`src/hdl/mpf_pkg.sv`:
```
// ============================================================================
// mpf_pkg: shared types and constants of the multi-turn position fusion unit
// Request and result payload types, register indexes, reset values and fixed widths.
// ============================================================================
`default_nettype none

package mpf_pkg;

    // Field widths fixed by the sensor formats.
    localparam int SAMPLE_W   = 12;
    localparam int ANGLE_W    = 12;
    localparam int COARSE_W   = 13;
    localparam int POS_W      = 25;
    localparam int TURNS_W    = POS_W - ANGLE_W - 1;

    // Configuration port.
    localparam int CFG_IDX_W  = 3;
    localparam int CFG_DATA_W = 13;

    localparam logic [CFG_IDX_W-1:0] REG_POT_ZERO       = 3'd0;
    localparam logic [CFG_IDX_W-1:0] REG_ENC_ZERO       = 3'd1;
    localparam logic [CFG_IDX_W-1:0] REG_TURN_SPAN      = 3'd2;
    localparam logic [CFG_IDX_W-1:0] REG_POT_REVERSE    = 3'd3;
    localparam logic [CFG_IDX_W-1:0] REG_WRAP_THRESHOLD = 3'd4;

    localparam logic [COARSE_W-1:0] TURN_SPAN_RESET      = 13'd512;
    localparam logic [COARSE_W-1:0] WRAP_THRESHOLD_RESET = 13'd4000;

    // Fixed levels of the turn selection.
    localparam logic [COARSE_W-1:0] FULL_SCALE   = 13'd4096;
    localparam logic [COARSE_W-1:0] LOW_COARSE   = 13'd100;
    localparam logic [COARSE_W-1:0] HOLD_COARSE  = 13'd10;
    localparam logic [ANGLE_W-1:0]  ANGLE_LOW    = 12'd1024;
    localparam logic [ANGLE_W-1:0]  ANGLE_HIGH   = 12'd3072;
    localparam int                  SAMPLE_MAX   = 4095;

    // Defaults for the module parameters.
    localparam int WINDOW_LEN_DEFAULT = 8;
    localparam int DIV_W_DEFAULT      = 15;

    typedef struct packed {
        logic [SAMPLE_W-1:0] pot_sample;
        logic [ANGLE_W-1:0]  enc_angle;
    } in_item_t;

    typedef struct packed {
        logic signed [POS_W-1:0] position;
        logic [COARSE_W-1:0]     coarse_count;
    } out_item_t;

endpackage : mpf_pkg

`default_nettype wire

```
`src/hdl/multiturn_position_fusion_unit.sv`:
```
// ============================================================================
// multiturn_position_fusion_unit: potentiometer and encoder position fusion
// Combines a filtered multi-turn potentiometer count with a single-turn
// magnetic encoder angle into one absolute multi-turn position.
// ============================================================================
//
// Usage:
//   A request on the s_ channel carries one potentiometer sample and one
//   encoder angle. Each request produces exactly one result on the m_ channel:
//   the absolute position and the filtered coarse count. Requests are worked
//   on one at a time. The potentiometer window lives in a small synchronous
//   memory used as a ring buffer; the turn number comes from a serial
//   divider that resolves one quotient bit per cycle.
//   A request steps through the states read, average, coarse, divide and
//   emit; the divider width is the larger of the window sum width and 13.
//   Cases that skip the divider (near wrap, or a low coarse count with a
//   high angle) go from coarse straight to emit. The window average is a
//   shift, or a reciprocal multiply for a length that is not a power of
//   two, registered in its own state. s_ready rises on the edge that loads
//   a result. The result sits in an output register; while the receiver
//   stalls the unit holds the next finished result and takes no new
//   request. Reset (aresetn low, synchronous) restores the register
//   defaults, empties the window and clears the held position.
//   Configuration writes are always taken and must only be issued while
//   the unit is idle.
//
`default_nettype none

module multiturn_position_fusion_unit #(
    parameter int WINDOW_LEN = mpf_pkg::WINDOW_LEN_DEFAULT
) (
    input  wire logic                              aclk,
    input  wire logic                              aresetn,
    // Request channel.
    input  wire logic                              s_valid,
    output logic                                   s_ready,
    input  wire mpf_pkg::in_item_t                 s_data,
    // Result channel.
    output logic                                   m_valid,
    input  wire logic                              m_ready,
    output mpf_pkg::out_item_t                     m_data,
    // Configuration write channel.
    input  wire logic                              cfg_valid,
    output logic                                   cfg_ready,
    input  wire logic [mpf_pkg::CFG_IDX_W-1:0]     cfg_index,
    input  wire logic [mpf_pkg::CFG_DATA_W-1:0]    cfg_data
);

    localparam int SAMPLE_W = mpf_pkg::SAMPLE_W;
    localparam int ANGLE_W  = mpf_pkg::ANGLE_W;
    localparam int COARSE_W = mpf_pkg::COARSE_W;
    localparam int POS_W    = mpf_pkg::POS_W;
    localparam int TURNS_W  = mpf_pkg::TURNS_W;

    localparam int  PTR_W    = (WINDOW_LEN > 1) ? $clog2(WINDOW_LEN) : 1;
    localparam int  FILL_W   = $clog2(WINDOW_LEN + 1);
    localparam int  SUM_W    = $clog2(mpf_pkg::SAMPLE_MAX * WINDOW_LEN + 1);
    localparam int  DIV_W    = (SUM_W > COARSE_W) ? SUM_W : COARSE_W;
    localparam int  WIN_LOG  = $clog2(WINDOW_LEN);
    localparam bit  WIN_POW2 = ((1 << WIN_LOG) == WINDOW_LEN);

    // Reciprocal of the window length, rounded up, scaled so that the
    // multiply and shift give the exact truncated average for every sum.
    localparam int  AVG_SHIFT = SUM_W + WIN_LOG;
    localparam int  AVG_RECIP = ((1 << AVG_SHIFT) + WINDOW_LEN - 1) / WINDOW_LEN;
    localparam int  PROD_W    = 2 * SUM_W + 1;

    localparam logic [2:0] S_IDLE   = 3'd0;
    localparam logic [2:0] S_READ   = 3'd1;
    localparam logic [2:0] S_AVG    = 3'd2;
    localparam logic [2:0] S_COARSE = 3'd4;
    localparam logic [2:0] S_DIVB   = 3'd5;
    localparam logic [2:0] S_EMIT   = 3'd6;

    // ------------------------------------------------------------------
    // Configuration registers.
    // ------------------------------------------------------------------
    logic [SAMPLE_W-1:0] pot_zero_reg;
    logic [ANGLE_W-1:0]  enc_zero_reg;
    logic [COARSE_W-1:0] turn_span_reg;
    logic                pot_reverse_reg;
    logic [COARSE_W-1:0] wrap_thr_reg;

    assign cfg_ready = 1'b1;

    always_ff @(posedge aclk) begin
        if (!aresetn) begin
            pot_zero_reg    <= '0;
            enc_zero_reg    <= '0;
            turn_span_reg   <= mpf_pkg::TURN_SPAN_RESET;
            pot_reverse_reg <= 1'b0;
            wrap_thr_reg    <= mpf_pkg::WRAP_THRESHOLD_RESET;
        end else if (cfg_valid && cfg_ready) begin
            unique case (cfg_index)
                mpf_pkg::REG_POT_ZERO:       pot_zero_reg    <= cfg_data[SAMPLE_W-1:0];
                mpf_pkg::REG_ENC_ZERO:       enc_zero_reg    <= cfg_data[ANGLE_W-1:0];
                mpf_pkg::REG_TURN_SPAN:      turn_span_reg   <= cfg_data;
                mpf_pkg::REG_POT_REVERSE:    pot_reverse_reg <= cfg_data[0];
                mpf_pkg::REG_WRAP_THRESHOLD: wrap_thr_reg    <= cfg_data;
                default: ;
            endcase
        end
    end

    // ------------------------------------------------------------------
    // Control state and working registers.
    // ------------------------------------------------------------------
    logic [2:0]              state_reg;
    logic [PTR_W-1:0]        wr_ptr_reg;
    logic [FILL_W-1:0]       fill_reg;
    logic [SUM_W-1:0]        sum_reg;
    logic [SAMPLE_W-1:0]     sample_reg;
    logic [ANGLE_W-1:0]      angle_in_reg;
    logic [SAMPLE_W-1:0]     avg_reg;
    logic [COARSE_W-1:0]     coarse_reg;
    logic [ANGLE_W-1:0]      angle_reg;
    logic signed [POS_W-1:0] last_pos_reg;
    logic signed [POS_W-1:0] res_pos_reg;
    logic [COARSE_W-1:0]     res_coarse_reg;
    logic                    m_valid_reg;
    mpf_pkg::out_item_t      m_data_reg;

    logic                    accept;
    logic                    out_free;

    assign s_ready  = (state_reg == S_IDLE);
    assign accept   = s_valid && s_ready;
    assign out_free = !m_valid_reg || m_ready;
    assign m_valid  = m_valid_reg;
    assign m_data   = m_data_reg;

    // ------------------------------------------------------------------
    // Sample window: a ring buffer in a synchronous memory. The entry at the
    // write pointer is the oldest sample; it is read as the request is taken
    // and overwritten with the new sample in the cycle after. Until the window
    // has been filled once, the fill count makes the oldest entry read as
    // zero, which matches a cleared window.
    // ------------------------------------------------------------------
    logic [SAMPLE_W-1:0] win_mem [WINDOW_LEN];
    logic [SAMPLE_W-1:0] win_rd_reg;
    logic                win_we;
    logic [SAMPLE_W-1:0] oldest;
    logic [PTR_W-1:0]    ptr_next;

    assign win_we = (state_reg == S_READ);

    always_ff @(posedge aclk) begin
        if (win_we) begin
            win_mem[wr_ptr_reg] <= sample_reg;
        end
        if (accept) begin
            win_rd_reg <= win_mem[wr_ptr_reg];
        end
    end

    assign oldest   = (fill_reg == FILL_W'(WINDOW_LEN)) ? win_rd_reg : '0;
    assign ptr_next = (wr_ptr_reg == PTR_W'(WINDOW_LEN - 1)) ? '0 : wr_ptr_reg + 1'b1;

    // Window average for a length that is not a power of two.
    logic [PROD_W-1:0] avg_prod;

    assign avg_prod = PROD_W'(sum_reg) * PROD_W'(AVG_RECIP);

    // ------------------------------------------------------------------
    // Coarse count, encoder angle and case selection.
    // ------------------------------------------------------------------
    logic [SAMPLE_W-1:0]     coarse_off;
    logic [COARSE_W-1:0]     coarse;
    logic [ANGLE_W-1:0]      angle;
    logic                    coarse_near;
    logic                    angle_high;
    logic                    use_turns;
    logic signed [POS_W-1:0] neg_pos;

    // A 12-bit difference wraps the offset into 0..4095 by itself.
    assign coarse_off  = avg_reg - pot_zero_reg;
    assign coarse      = pot_reverse_reg ? (mpf_pkg::FULL_SCALE - {1'b0, coarse_off})
                                         : {1'b0, coarse_off};
    assign angle       = angle_in_reg - enc_zero_reg;
    assign coarse_near = (coarse >= wrap_thr_reg);
    assign angle_high  = ({1'b0, angle} >= wrap_thr_reg);
    assign use_turns   = !coarse_near && !((coarse <= mpf_pkg::LOW_COARSE) && angle_high);
    // Angle minus one full turn: the angle below an all-ones sign extension.
    assign neg_pos     = {{(POS_W - ANGLE_W){1'b1}}, angle};

    // ------------------------------------------------------------------
    // Serial divider: coarse count by turn span.
    // ------------------------------------------------------------------
    logic             div_start;
    logic [DIV_W-1:0] div_dividend;
    logic [DIV_W-1:0] div_divisor;
    logic             div_done;
    logic [DIV_W-1:0] div_quot;
    logic [COARSE_W-1:0] span;

    assign span         = (turn_span_reg == '0) ? COARSE_W'(1) : turn_span_reg;
    assign div_start    = (state_reg == S_COARSE) && use_turns;
    assign div_dividend = DIV_W'(coarse);
    assign div_divisor  = DIV_W'(span);

    mpf_divider #(
        .WIDTH    (DIV_W)
    ) u_divider (
        .aclk     (aclk),
        .aresetn  (aresetn),
        .start    (div_start),
        .dividend (div_dividend),
        .divisor  (div_divisor),
        .done     (div_done),
        .quotient (div_quot)
    );

    // Turn selection from the step number. Odd steps straddle the low
    // angle border, even steps the high one.
    logic [COARSE_W-1:0] step;
    logic [TURNS_W-1:0]  half;
    logic [TURNS_W-1:0]  turns;

    assign step = div_quot[COARSE_W-1:0];
    assign half = step[COARSE_W-1:1];

    always_comb begin
        if (step[0]) begin
            turns = (angle_reg >= mpf_pkg::ANGLE_LOW) ? half : half + 1'b1;
        end else if (angle_reg <= mpf_pkg::ANGLE_HIGH) begin
            turns = half;
        end else if (step != '0) begin
            turns = half - 1'b1;
        end else begin
            turns = '0;
        end
    end

    // ------------------------------------------------------------------
    // Sequencer.
    // ------------------------------------------------------------------
    always_ff @(posedge aclk) begin
        if (!aresetn) begin
            state_reg    <= S_IDLE;
            wr_ptr_reg   <= '0;
            fill_reg     <= '0;
            sum_reg      <= '0;
            last_pos_reg <= '0;
            m_valid_reg  <= 1'b0;
        end else begin
            // A new result may replace the one taken on this same edge.
            if (state_reg == S_EMIT && out_free) begin
                m_valid_reg <= 1'b1;
            end else if (m_ready) begin
                m_valid_reg <= 1'b0;
            end
            unique case (state_reg)
                S_IDLE: begin
                    if (accept) begin
                        state_reg <= S_READ;
                    end
                end
                S_READ: begin
                    sum_reg    <= sum_reg + SUM_W'(sample_reg) - SUM_W'(oldest);
                    wr_ptr_reg <= ptr_next;
                    if (fill_reg != FILL_W'(WINDOW_LEN)) begin
                        fill_reg <= fill_reg + 1'b1;
                    end
                    state_reg <= S_AVG;
                end
                S_AVG: begin
                    state_reg <= S_COARSE;
                end
                S_COARSE: begin
                    state_reg <= use_turns ? S_DIVB : S_EMIT;
                end
                S_DIVB: begin
                    if (div_done) begin
                        state_reg <= S_EMIT;
                    end
                end
                S_EMIT: begin
                    if (out_free) begin
                        last_pos_reg <= res_pos_reg;
                        state_reg    <= S_IDLE;
                    end
                end
                default: begin
                    state_reg <= S_IDLE;
                end
            endcase
        end
    end

    // Payload registers.
    always_ff @(posedge aclk) begin
        if (accept) begin
            sample_reg   <= s_data.pot_sample;
            angle_in_reg <= s_data.enc_angle;
        end
        if (state_reg == S_AVG) begin
            if (WIN_POW2) begin
                avg_reg <= SAMPLE_W'(sum_reg >> WIN_LOG);
            end else begin
                avg_reg <= SAMPLE_W'(avg_prod >> AVG_SHIFT);
            end
        end
        if (state_reg == S_COARSE) begin
            coarse_reg <= coarse;
            angle_reg  <= angle;
            if (coarse_near && angle_high) begin
                res_pos_reg    <= neg_pos;
                res_coarse_reg <= mpf_pkg::HOLD_COARSE;
            end else if (coarse_near) begin
                res_pos_reg    <= last_pos_reg;
                res_coarse_reg <= mpf_pkg::HOLD_COARSE;
            end else begin
                res_pos_reg    <= neg_pos;
                res_coarse_reg <= coarse;
            end
        end
        if (state_reg == S_DIVB && div_done) begin
            res_pos_reg    <= {1'b0, turns, angle_reg};
            res_coarse_reg <= coarse_reg;
        end
        if (state_reg == S_EMIT && out_free) begin
            m_data_reg.position     <= res_pos_reg;
            m_data_reg.coarse_count <= res_coarse_reg;
        end
    end

    // ------------------------------------------------------------------
    // Assertions.
    // ------------------------------------------------------------------
    a_one_in_flight: assert property (@(posedge aclk) disable iff (!aresetn)
        accept |=> !s_ready)
        else $error("request taken while another is in progress");

    a_fill_bound: assert property (@(posedge aclk) disable iff (!aresetn)
        fill_reg <= FILL_W'(WINDOW_LEN))
        else $error("window fill count beyond window length");

    a_div_owner: assert property (@(posedge aclk) disable iff (!aresetn)
        div_done |-> (state_reg == S_DIVB))
        else $error("divider finished while no state waits for it");

    a_emit_holds: assert property (@(posedge aclk) disable iff (!aresetn)
        (state_reg == S_EMIT && m_valid_reg && !m_ready) |=>
            (state_reg == S_EMIT && $stable(res_pos_reg)))
        else $error("finished result lost while the receiver stalls");

    a_coarse_range: assert property (@(posedge aclk) disable iff (!aresetn)
        m_valid |-> (m_data.coarse_count <= mpf_pkg::FULL_SCALE))
        else $error("coarse count out of range");

endmodule : multiturn_position_fusion_unit

`default_nettype wire

```
`src/hdl/mpf_divider.sv`:
```
// ============================================================================
// mpf_divider: restoring unsigned divider, one quotient bit per cycle
// Loads on start, runs WIDTH steps and pulses done with the quotient ready.
// ============================================================================
`default_nettype none

module mpf_divider #(
    parameter int WIDTH = mpf_pkg::DIV_W_DEFAULT
) (
    input  wire logic             aclk,
    input  wire logic             aresetn,
    input  wire logic             start,
    input  wire logic [WIDTH-1:0] dividend,
    input  wire logic [WIDTH-1:0] divisor,
    output logic                  done,
    output logic [WIDTH-1:0]      quotient
);

    localparam int CNT_W = (WIDTH > 1) ? $clog2(WIDTH) : 1;

    logic [WIDTH-1:0] rem_reg;
    logic [WIDTH-1:0] quot_reg;
    logic [WIDTH-1:0] dvsr_reg;
    logic [CNT_W-1:0] cnt_reg;
    logic             busy_reg;
    logic             done_reg;

    logic [WIDTH:0]   shifted;
    logic [WIDTH:0]   trial;

    // The trial subtraction decides one quotient bit per step.
    assign shifted = {rem_reg, quot_reg[WIDTH-1]};
    assign trial   = shifted - {1'b0, dvsr_reg};

    always_ff @(posedge aclk) begin
        if (!aresetn) begin
            busy_reg <= 1'b0;
            done_reg <= 1'b0;
            cnt_reg  <= '0;
        end else begin
            done_reg <= 1'b0;
            if (start) begin
                busy_reg <= 1'b1;
                cnt_reg  <= '0;
            end else if (busy_reg) begin
                if (cnt_reg == CNT_W'(WIDTH - 1)) begin
                    busy_reg <= 1'b0;
                    done_reg <= 1'b1;
                end
                cnt_reg <= cnt_reg + 1'b1;
            end
        end
    end

    always_ff @(posedge aclk) begin
        if (start) begin
            rem_reg  <= '0;
            quot_reg <= dividend;
            dvsr_reg <= divisor;
        end else if (busy_reg) begin
            if (!trial[WIDTH]) begin
                rem_reg  <= trial[WIDTH-1:0];
                quot_reg <= {quot_reg[WIDTH-2:0], 1'b1};
            end else begin
                rem_reg  <= shifted[WIDTH-1:0];
                quot_reg <= {quot_reg[WIDTH-2:0], 1'b0};
            end
        end
    end

    assign done     = done_reg;
    assign quotient = quot_reg;

endmodule : mpf_divider

`default_nettype wire
```
`config.mk`:
```
export PLATFORM = sky130hd
export DESIGN_NAME = multiturn_position_fusion_unit
export DESIGN_NICKNAME = d
export VERILOG_FILES = /design/src/hdl/mpf_pkg.sv /design/src/hdl/multiturn_position_fusion_unit.sv /design/src/hdl/mpf_divider.sv
export SDC_FILE = /design/constraint.sdc
export NUM_CORES = 1
export LEC_CHECK = 0
export BUFFER_PORTS_ARGS = -buffer_cell sky130_fd_sc_hd__buf_2
export CAP_MARGIN = 20
export CORE_MARGIN = 2
export CORE_UTILIZATION = 59
export DETAILED_ROUTE_END_ITERATION = 6
export GPL_ROUTABILITY_DRIVEN = 0
export GPL_TIMING_DRIVEN = 0
export PLACE_DENSITY_LB_ADDON = 0.1
export REMOVE_ABC_BUFFERS = 1
export SLEW_MARGIN = 20
export SYNTH_ARGS = -nofsm -noshare
export SYNTH_HDL_FRONTEND = slang
export SYNTH_SLANG_ARGS = --single-unit
```
`constraint.sdc`:
```
create_clock -name aclk -period 5.3 [get_ports aclk]
set_input_delay 0 -clock aclk [delete_from_list [all_inputs] [get_ports aclk]]
set_output_delay 0 -clock aclk [all_outputs]
set_load 0.005 [all_outputs]
```
* Word level (Yosys, flattened, before mapping) *
Memories as Yosys holds them, arrays and structs flattened. A register that Yosys moved wholly into a read port is not among the register bits.
Index checks and enable logic that the tools add are counted.

storage, ports and cells
  output and inout bits = 41
  register bits = 288
  RAM bits = 96
  input bits = 45
  memories kept = 1

operators by class
  $add $sub $neg = 11
  mux-type cells = 32
  magnitude comparators = 5
  equality and inequality tests = 16
  bitwise operators = 2
  reductions and logical operators = 28

memories
  memory   depth  width  read ports  clocked after memory_dff  wr ports  RTL line                               RTL
  win_mem  8      12     1           1                         1         multiturn_position_fusion_unit.sv:139  logic [SAMPLE_W-1:0] win_mem [WINDOW_LEN];

operator list
  kind                                                                                    count
  13-bit two-way mux                                                                      7
  12-bit two-way mux                                                                      5
  25-bit two-way mux                                                                      2
  24-bit two-way mux                                                                      2
  12-bit subtractor                                                                       2
  3-bit case mux with 6 select lines                                                      1
  16-bit by 13-bit subtractor with 16-bit output                                          1
  15-bit by 12-bit adder with 15-bit output                                               1
  3-bit == test (second input constant)                                                   5
  15-bit two-way mux                                                                      1
  15-bit by 12-bit subtractor with 15-bit output                                          1
  2-bit AND reduction                                                                     7
  12-bit by 13-bit greater-or-equal comparator with 1-bit output                          1
  13-bit greater-or-equal comparator                                                      1
  13-bit by 7-bit less-or-equal comparator with 1-bit output (second input constant)      1
  13-bit logical NOT                                                                      1
  13-bit nonzero test                                                                     1
  13-bit by 12-bit subtractor with 13-bit output (first input constant)                   1
  12-bit by 1-bit adder with 12-bit output (second input constant)                        1
  12-bit by 11-bit greater-or-equal comparator with 1-bit output (second input constant)  1
  12-bit less-or-equal comparator (second input constant)                                 1
  3-bit two-way mux                                                                       4
  12-bit by 1-bit subtractor with 12-bit output (second input constant)                   1
  3-bit by 2-bit == test with 1-bit output (second input constant)                        3
  18 further kinds                                                                        42

* Longest topological paths before layout *
  word-level depth = 9
  depth in mapped cells = 23

* Cells and area by module *
From an unflattened synthesis, not the netlist that was laid out.

second synthesis, totals
  cells, all modules = 1762
  area, all modules = 19394.9 sq um

modules (own cells, without submodules)
  module                          times used  seq. area each (sq um)  area each (sq um)  cells each
  multiturn_position_fusion_unit  1           9389.0                  16585.9            1498
  mpf_divider                     1           1321.3                  2808.9             264

* Worst setup path after synthesis *
OpenSTA, ideal clock, no wires.

  kind = reg2reg
  start = register avg_reg[0]
  end = register u_divider.quot_reg[0], in the netlist u_divider.quotient[0] (enable)
  cell stages (with the launch flop) = 23
  setup slack = 436 ps
  buffers on the path = 2
  data required time = 4943 ps
  library setup time = 357 ps
  period minus slack after synthesis = 4864 ps
  arrival = 4507 ps
  cell sequence = edfxtp_1 > inv_1 > ha_1 > inv_1 > fa_1 > a211o_1 > a2111oi_0 > nand3b_1 > a21oi_1 > and3_1 > a31o_2 > xnor2_1 > inv_1 > ha_1 > nand3_1 > nor2_1 > a21oi_1 > o21ba_2 > clkbuf_1 > nand3_2 > inv_4 > buf_6 > or2_1

on the way
  longest elaborated chain between the ends = 9
  elaborated cells between the ends (all ways) = 11
  classes of those cells = add/sub (2); order compare (2); mux (1); reduce/logical (6)

RTL lines
  what                                                        RTL line                               RTL
  start: declaration                                          multiturn_position_fusion_unit.sv:114  logic [SAMPLE_W-1:0] avg_reg;
  start signal: assignment                                    multiturn_position_fusion_unit.sv:298  avg_reg <= SAMPLE_W'(sum_reg >> WIN_LOG);
  start signal: assignment                                    multiturn_position_fusion_unit.sv:300  avg_reg <= SAMPLE_W'(avg_prod >> AVG_SHIFT);
  12-bit subtractor *                                         multiturn_position_fusion_unit.sv:176  assign coarse_off = avg_reg - pot_zero_reg;
  13-bit by 12-bit subtractor with 13-bit output              multiturn_position_fusion_unit.sv:177  assign coarse = pot_reverse_reg ? (mpf_pkg::FULL_SCALE - {1'b0, coarse_off})
  13-bit two-way mux *                                        multiturn_position_fusion_unit.sv:177
  13-bit by 7-bit less-or-equal comparator with 1-bit output  multiturn_position_fusion_unit.sv:182  assign use_turns = !coarse_near && !((coarse <= mpf_pkg::LOW_COARSE) && angle_high);
  1-bit logical AND                                           multiturn_position_fusion_unit.sv:182
  1-bit logical NOT                                           multiturn_position_fusion_unit.sv:182
  1-bit logical AND *                                         multiturn_position_fusion_unit.sv:182
  1-bit logical AND *                                         multiturn_position_fusion_unit.sv:197  assign div_start = (state_reg == S_COARSE) && use_turns;
  2-bit nonzero test (no source line) *                       -
  end signal: assignment                                      mpf_divider.sv:58                      quot_reg <= dividend;
  end signal: assignment                                      mpf_divider.sv:63                      quot_reg <= {quot_reg[WIDTH-2:0], 1'b1};
  end signal: assignment                                      mpf_divider.sv:66                      quot_reg <= {quot_reg[WIDTH-2:0], 1'b0};
  end: declaration                                            mpf_divider.sv:22                      logic [WIDTH-1:0] quot_reg;

Mark *: on every way between the ends. The rest lies on a longest branch, timed or not.
A chain may end at the register's enable or synchronous reset.

* Final worst setup path *
  start = register avg_reg[0]
  end = register res_pos_reg[0], data pin

on the way
  longest elaborated chain between the ends = 8
  elaborated cells between the ends (all ways) = 9
  classes of those cells = add/sub (2); order compare (1); mux (5); reduce/logical (1)

RTL lines
  what                                                            RTL line                                                                      RTL
  12-bit subtractor *                                             multiturn_position_fusion_unit.sv:176
  13-bit by 12-bit subtractor with 13-bit output                  multiturn_position_fusion_unit.sv:177
  13-bit two-way mux *                                            multiturn_position_fusion_unit.sv:177
  named net coarse[7]                                             multiturn_position_fusion_unit.sv:168                                         logic [COARSE_W-1:0] coarse;
  13-bit greater-or-equal comparator *                            multiturn_position_fusion_unit.sv:180                                         assign coarse_near = (coarse >= wrap_thr_reg);
  25-bit two-way mux / 1-bit logical AND (equally long branches)  multiturn_position_fusion_unit.sv:309, multiturn_position_fusion_unit.sv:306
  25-bit two-way mux *                                            multiturn_position_fusion_unit.sv:306                                         if (coarse_near && angle_high) begin
  24-bit two-way mux *                                            multiturn_position_fusion_unit.sv:303                                         if (state_reg == S_COARSE) begin
  24-bit two-way mux *                                            multiturn_position_fusion_unit.sv:317                                         if (state_reg == S_DIVB && div_done) begin
  end signal: assignment                                          multiturn_position_fusion_unit.sv:307                                         res_pos_reg <= neg_pos;
  end signal: assignment                                          multiturn_position_fusion_unit.sv:310                                         res_pos_reg <= last_pos_reg;
  end signal: assignment                                          multiturn_position_fusion_unit.sv:318                                         res_pos_reg <= {1'b0, turns, angle_reg};
  end: declaration                                                multiturn_position_fusion_unit.sv:118                                         logic signed [POS_W-1:0] res_pos_reg;

Mark *: on every way through the listed nets, which the timed path passes. The rest lies on a longest branch. The select of a mux whose other input is x is not followed.

==> summary.txt <==
Run status
  – Status: finished clean

Final layout
  – P&R area growth vs syn: 15.3%
  – Post-layout util: 0.693
  – Cell area after layout: about 22,000 µm²
  – Share of cells above drive strength 1: 0.134
  – Nets: roughly 2,000
  – Area of the multi-input gates: between 7000 and 8000 µm²
  – # fillers: 2,294
  – Reg area: about 11,000 µm²
  – Max reg flops: 96

Place
  – Detailed Place HPWL: approximately 27,000 µm
  – Buffers added on ports: 84
  – Area after DPL: between 20,000 and 25,000 µm²

Global route
  – Initial antenna violation count: 0
  – GRT overflow: 0
  – Global-route wire length before repair: 63,700 µm
  – Vias in the first global route: roughly 12,000
  – Largest net degree at the start of global routing: between 80 and 90
  – GRT Overall Usage: 0.239

Drt
  – Residual DRC: 0
  – Drt via density: roughly 5.6
  – Drt total wl: about 40,000 µm
  – Final ANT Viol Nets: 0
  – Detailed-router iteration count before antenna repair: 5
  – WL/cell: 17.8 µm
  – Via count: roughly 13,000
  – Initial DRC count: 929

Synthesis
  – Syn Inst Count: 1,722
  – Post-synth top area share: 0.425
  – Avg Cell Area, Syn: 11.1 µm²
  – Post-synth EDFFs: 270
  – Leading post-synthesis cells by cell area: edfxtp_1 43%, dfxtp_1 13%, ha_1 5.5%, nand2_1 5.2%, a21boi_0 3.2%
  – Synth unique cells: between 80 and 90
  – Synth Register Bits: slightly below 400
  – Most frequent cell after synthesis: edfxtp_1
  – Main flop type after synthesis: edfxtp_1
  – Seq/Total Area, Yosys: 0.558
  – Mapped Area: about 19,000 µm²
  – Async SR Flop Fraction: 0
  – Yosys warning total: 0
  – Most frequent cells after synthesis: 270 x edfxtp_1, 262 x nand2_1, 131 x inv_1, 126 x dfxtp_1, 84 x ha_1
  – Top cell type by total area after synthesis: edfxtp_1

Floorplanning
  – Initial core utilization: 0.601
  – Chip height: approximately 180 µm
  – Die width: around 180 µm
  – Io pins: 86
  – Core box area: between 30,000 and 40,000 µm²
  – Die area: about 34,000 µm²
  – # rows: between 60 and 70

STA
  – Slew margin rel.: 0.437
  – Fin Setup TNS: 0 ns
  – Final Slew Violations: 0
  – Final worst-path cycle share: 0.944
  – Final count of hold timing violations: 0
  – Fmax: 200 MHz
  – Least-Margin Pin Slew: between 0.8 and 0.9 ns
  – Final setup violation count: 0
  – Tmin final: ~5.0 ns
  – Skew final: between 0.02 and 0.03 ns

Clocking
  – H-tree depth: 2
  – CTS tree: yes
  – Clk pin slew, worst setup/hold paths: around 0.06 ns
  – Clk buf depth: 3
  – CTS sink count: around 400
  – CTS root buffer: clkbuf_16
  – Worst-skew pair later-pin latency: 0.55 ns
  – Cts bufs inserted: 41

Setup path
  – Worst reg2reg endpoint: res_pos_reg[0]$_DFFE_PP_
  – First element of the critical path: avg_reg[0]$_DFFE_PP_
  – Reg2reg path depth: 21
  – Crit path required time: between 5 and 6 ns
  – Worst-path maximum fanout: 9
  – Startpoint Class: flop
  – Reg-to-Reg Start: avg_reg[0]$_DFFE_PP_
  – Worst Path Arrival: about 5.3 ns
  – Crit path capture type: flop
  – Flop-to-flop setup slack: slightly below 0.3 ns
  – Crit path capture: res_pos_reg[0]$_DFFE_PP_
  – Crit Path Category: flop to flop

Power and ir drop
  – Leakage: 8.13 nW
  – Final total power: 8.22 mW
  – VDD IR max: just over 0.3 mV
  – Pwr Density: 374 nW/µm²

Job
  – Total of max-cap violations: 0

Worst hold path
  – Worst Hold Depth: 5
  – Worst Hold Class: input port to flop
## cells by family (layout without fill, tap and decap cells)
logic type,count (synthesis),in the layout,share of synthesized area
AO/OA/AOI/OAI,347,348,0.126
multiplexers,57,57,0.0415
adder cells (fa/ha/maj),99,99,0.0709
XOR/XNOR,60,60,0.0284
flip-flops,396,396,0.558
AND/OR/NAND/NOR,539,540,0.130
other,1,2,0.000197
buffers and inverters,223,367,0.0450
## where the power goes
part	internal (mW)	total, mW	leakage (nW)	switching, mW
Clock	1.64	2.81	0.644	1.16
Sequential	3.54	3.70	3.48	0.155
Combinational	0.759	1.71	4.00	0.953
## how the worst min path moves through the flow
stage	from	slack [ns]	end
floorplan	aresetn	0.07	turn_span_reg[9]$_SDFFE_PN1P_
global placement	s_data[19]	0.18	sample_reg[7]$_DFFE_PP_
detailed placement	s_data[12]	0.18	sample_reg[0]$_DFFE_PP_
CTS	cfg_index[2]	0.005	pot_reverse_reg$_SDFFE_PN0P_
global route	cfg_index[2]	0.05	pot_reverse_reg$_SDFFE_PN0P_
finish	cfg_index[2]	0.04	pot_reverse_reg$_SDFFE_PN0P_
## layout by cell type (no fill, tap or decap), types with 7 or more instances in the layout
cell type | synthesis | layout
dfxtp_1 | 126 | 122
mux2_2 | 9 | 9
dlygate4sd3_1 | 0 | 42
and2_1 | 33 | 32
a31oi_1 | 13 | 13
clkbuf_16 | 0 | 43
buf_4 | 2 | 18
nand4_1 | 8 | 8
a211oi_1 | 19 | 18
nor3_1 | 31 | 27
a21boi_0 | 82 | 82
mux2i_1 | 24 | 24
inv_1 | 131 | 131
nand2_1 | 262 | 262
nand3_1 | 28 | 26
nor2b_1 | 23 | 22
nor3b_1 | 10 | 10
o21a_1 | 13 | 13
clkbuf_1 | 82 | 7
xor2_1 | 12 | 12
buf_2 | 3 | 87
and3_1 | 14 | 13
nand2b_1 | 14 | 11
clkinv_1 | 1 | 12
nor4_1 | 10 | 8
o211ai_1 | 11 | 11
mux4_2 | 15 | 15
o21ai_0 | 57 | 56
a21o_1 | 16 | 16
xnor2_1 | 46 | 40
a21oi_1 | 59 | 58
fa_1 | 15 | 15
clkinv_2 | 0 | 7
ha_1 | 84 | 84
nor2_1 | 82 | 80
edfxtp_1 | 270 | 270
or3_1 | 7 | 7
## worst max-delay path, stage by stage, from the launching register on
cell	delay, ns
edfxtp_1	0.35
inv_1	0.06
ha_1	0.18
inv_1	0.06
fa_1	0.40
a211o_1	0.39
a2111oi_1	0.35
nand3b_1	0.21
a21oi_1	0.10
a21oi_1	0.24
xnor2_2	0.24
ha_1	0.34
a21o_1	0.19
a21oi_1	0.19
nor2b_1	0.07
o21ai_0	0.19
nand2_1	0.11
a21oi_2	0.19
o21ba_4	0.21
nand2b_2	0.33
mux2i_1	0.22
a21oi_1	0.08
## stage by stage
stage / hold slack, ns / std cells / setup slack (ns)
after floorplan: 0.0718 / 1632 / 0.382
after global routing: 0.0508 / 2270 / -0.0797
after CTS: 0.00528 / 2256 / 0.0717
after global placement: 0.177 / 2118 / -0.640
after detailed placement: 0.178 / 2137 / -0.628
final: 0.0411 / 2271 / 0.297
## metal layers
layer	vias to the layer above	GRT usage	part of all wire
met5	-	0	0
met4	0	0.0880	0.033
met3	84	0.0281	0.039
met2	262	0.426	0.50
met1	6123	0.299	0.42
li1	6343	-	-
## cell type report
type                            instances  share of cell area
Tap cell                              402              0.0229
Timing Repair inverter                  1            0.000398
Multi-Input combinational cell       1105               0.354
Clock inverter                         25             0.00905
Timing Repair Buffer                  157              0.0557
Clock buffer                           51              0.0508
Sequential cell                       396               0.484
Inverter                              133              0.0233
Antenna cell                            1            0.000114
## repair_timing
action | CTS | global route
pin swaps | 1 | 6
setup buffers | 1 | 11
endpoints found under the setup margin | 83 | 86
resized for setup | 10 | 11
hold buffers | 42 | 0
gates cloned | 0 | 3
endpoints found under the hold margin | 104 | 0
Power figures use the tool's default switching activity.
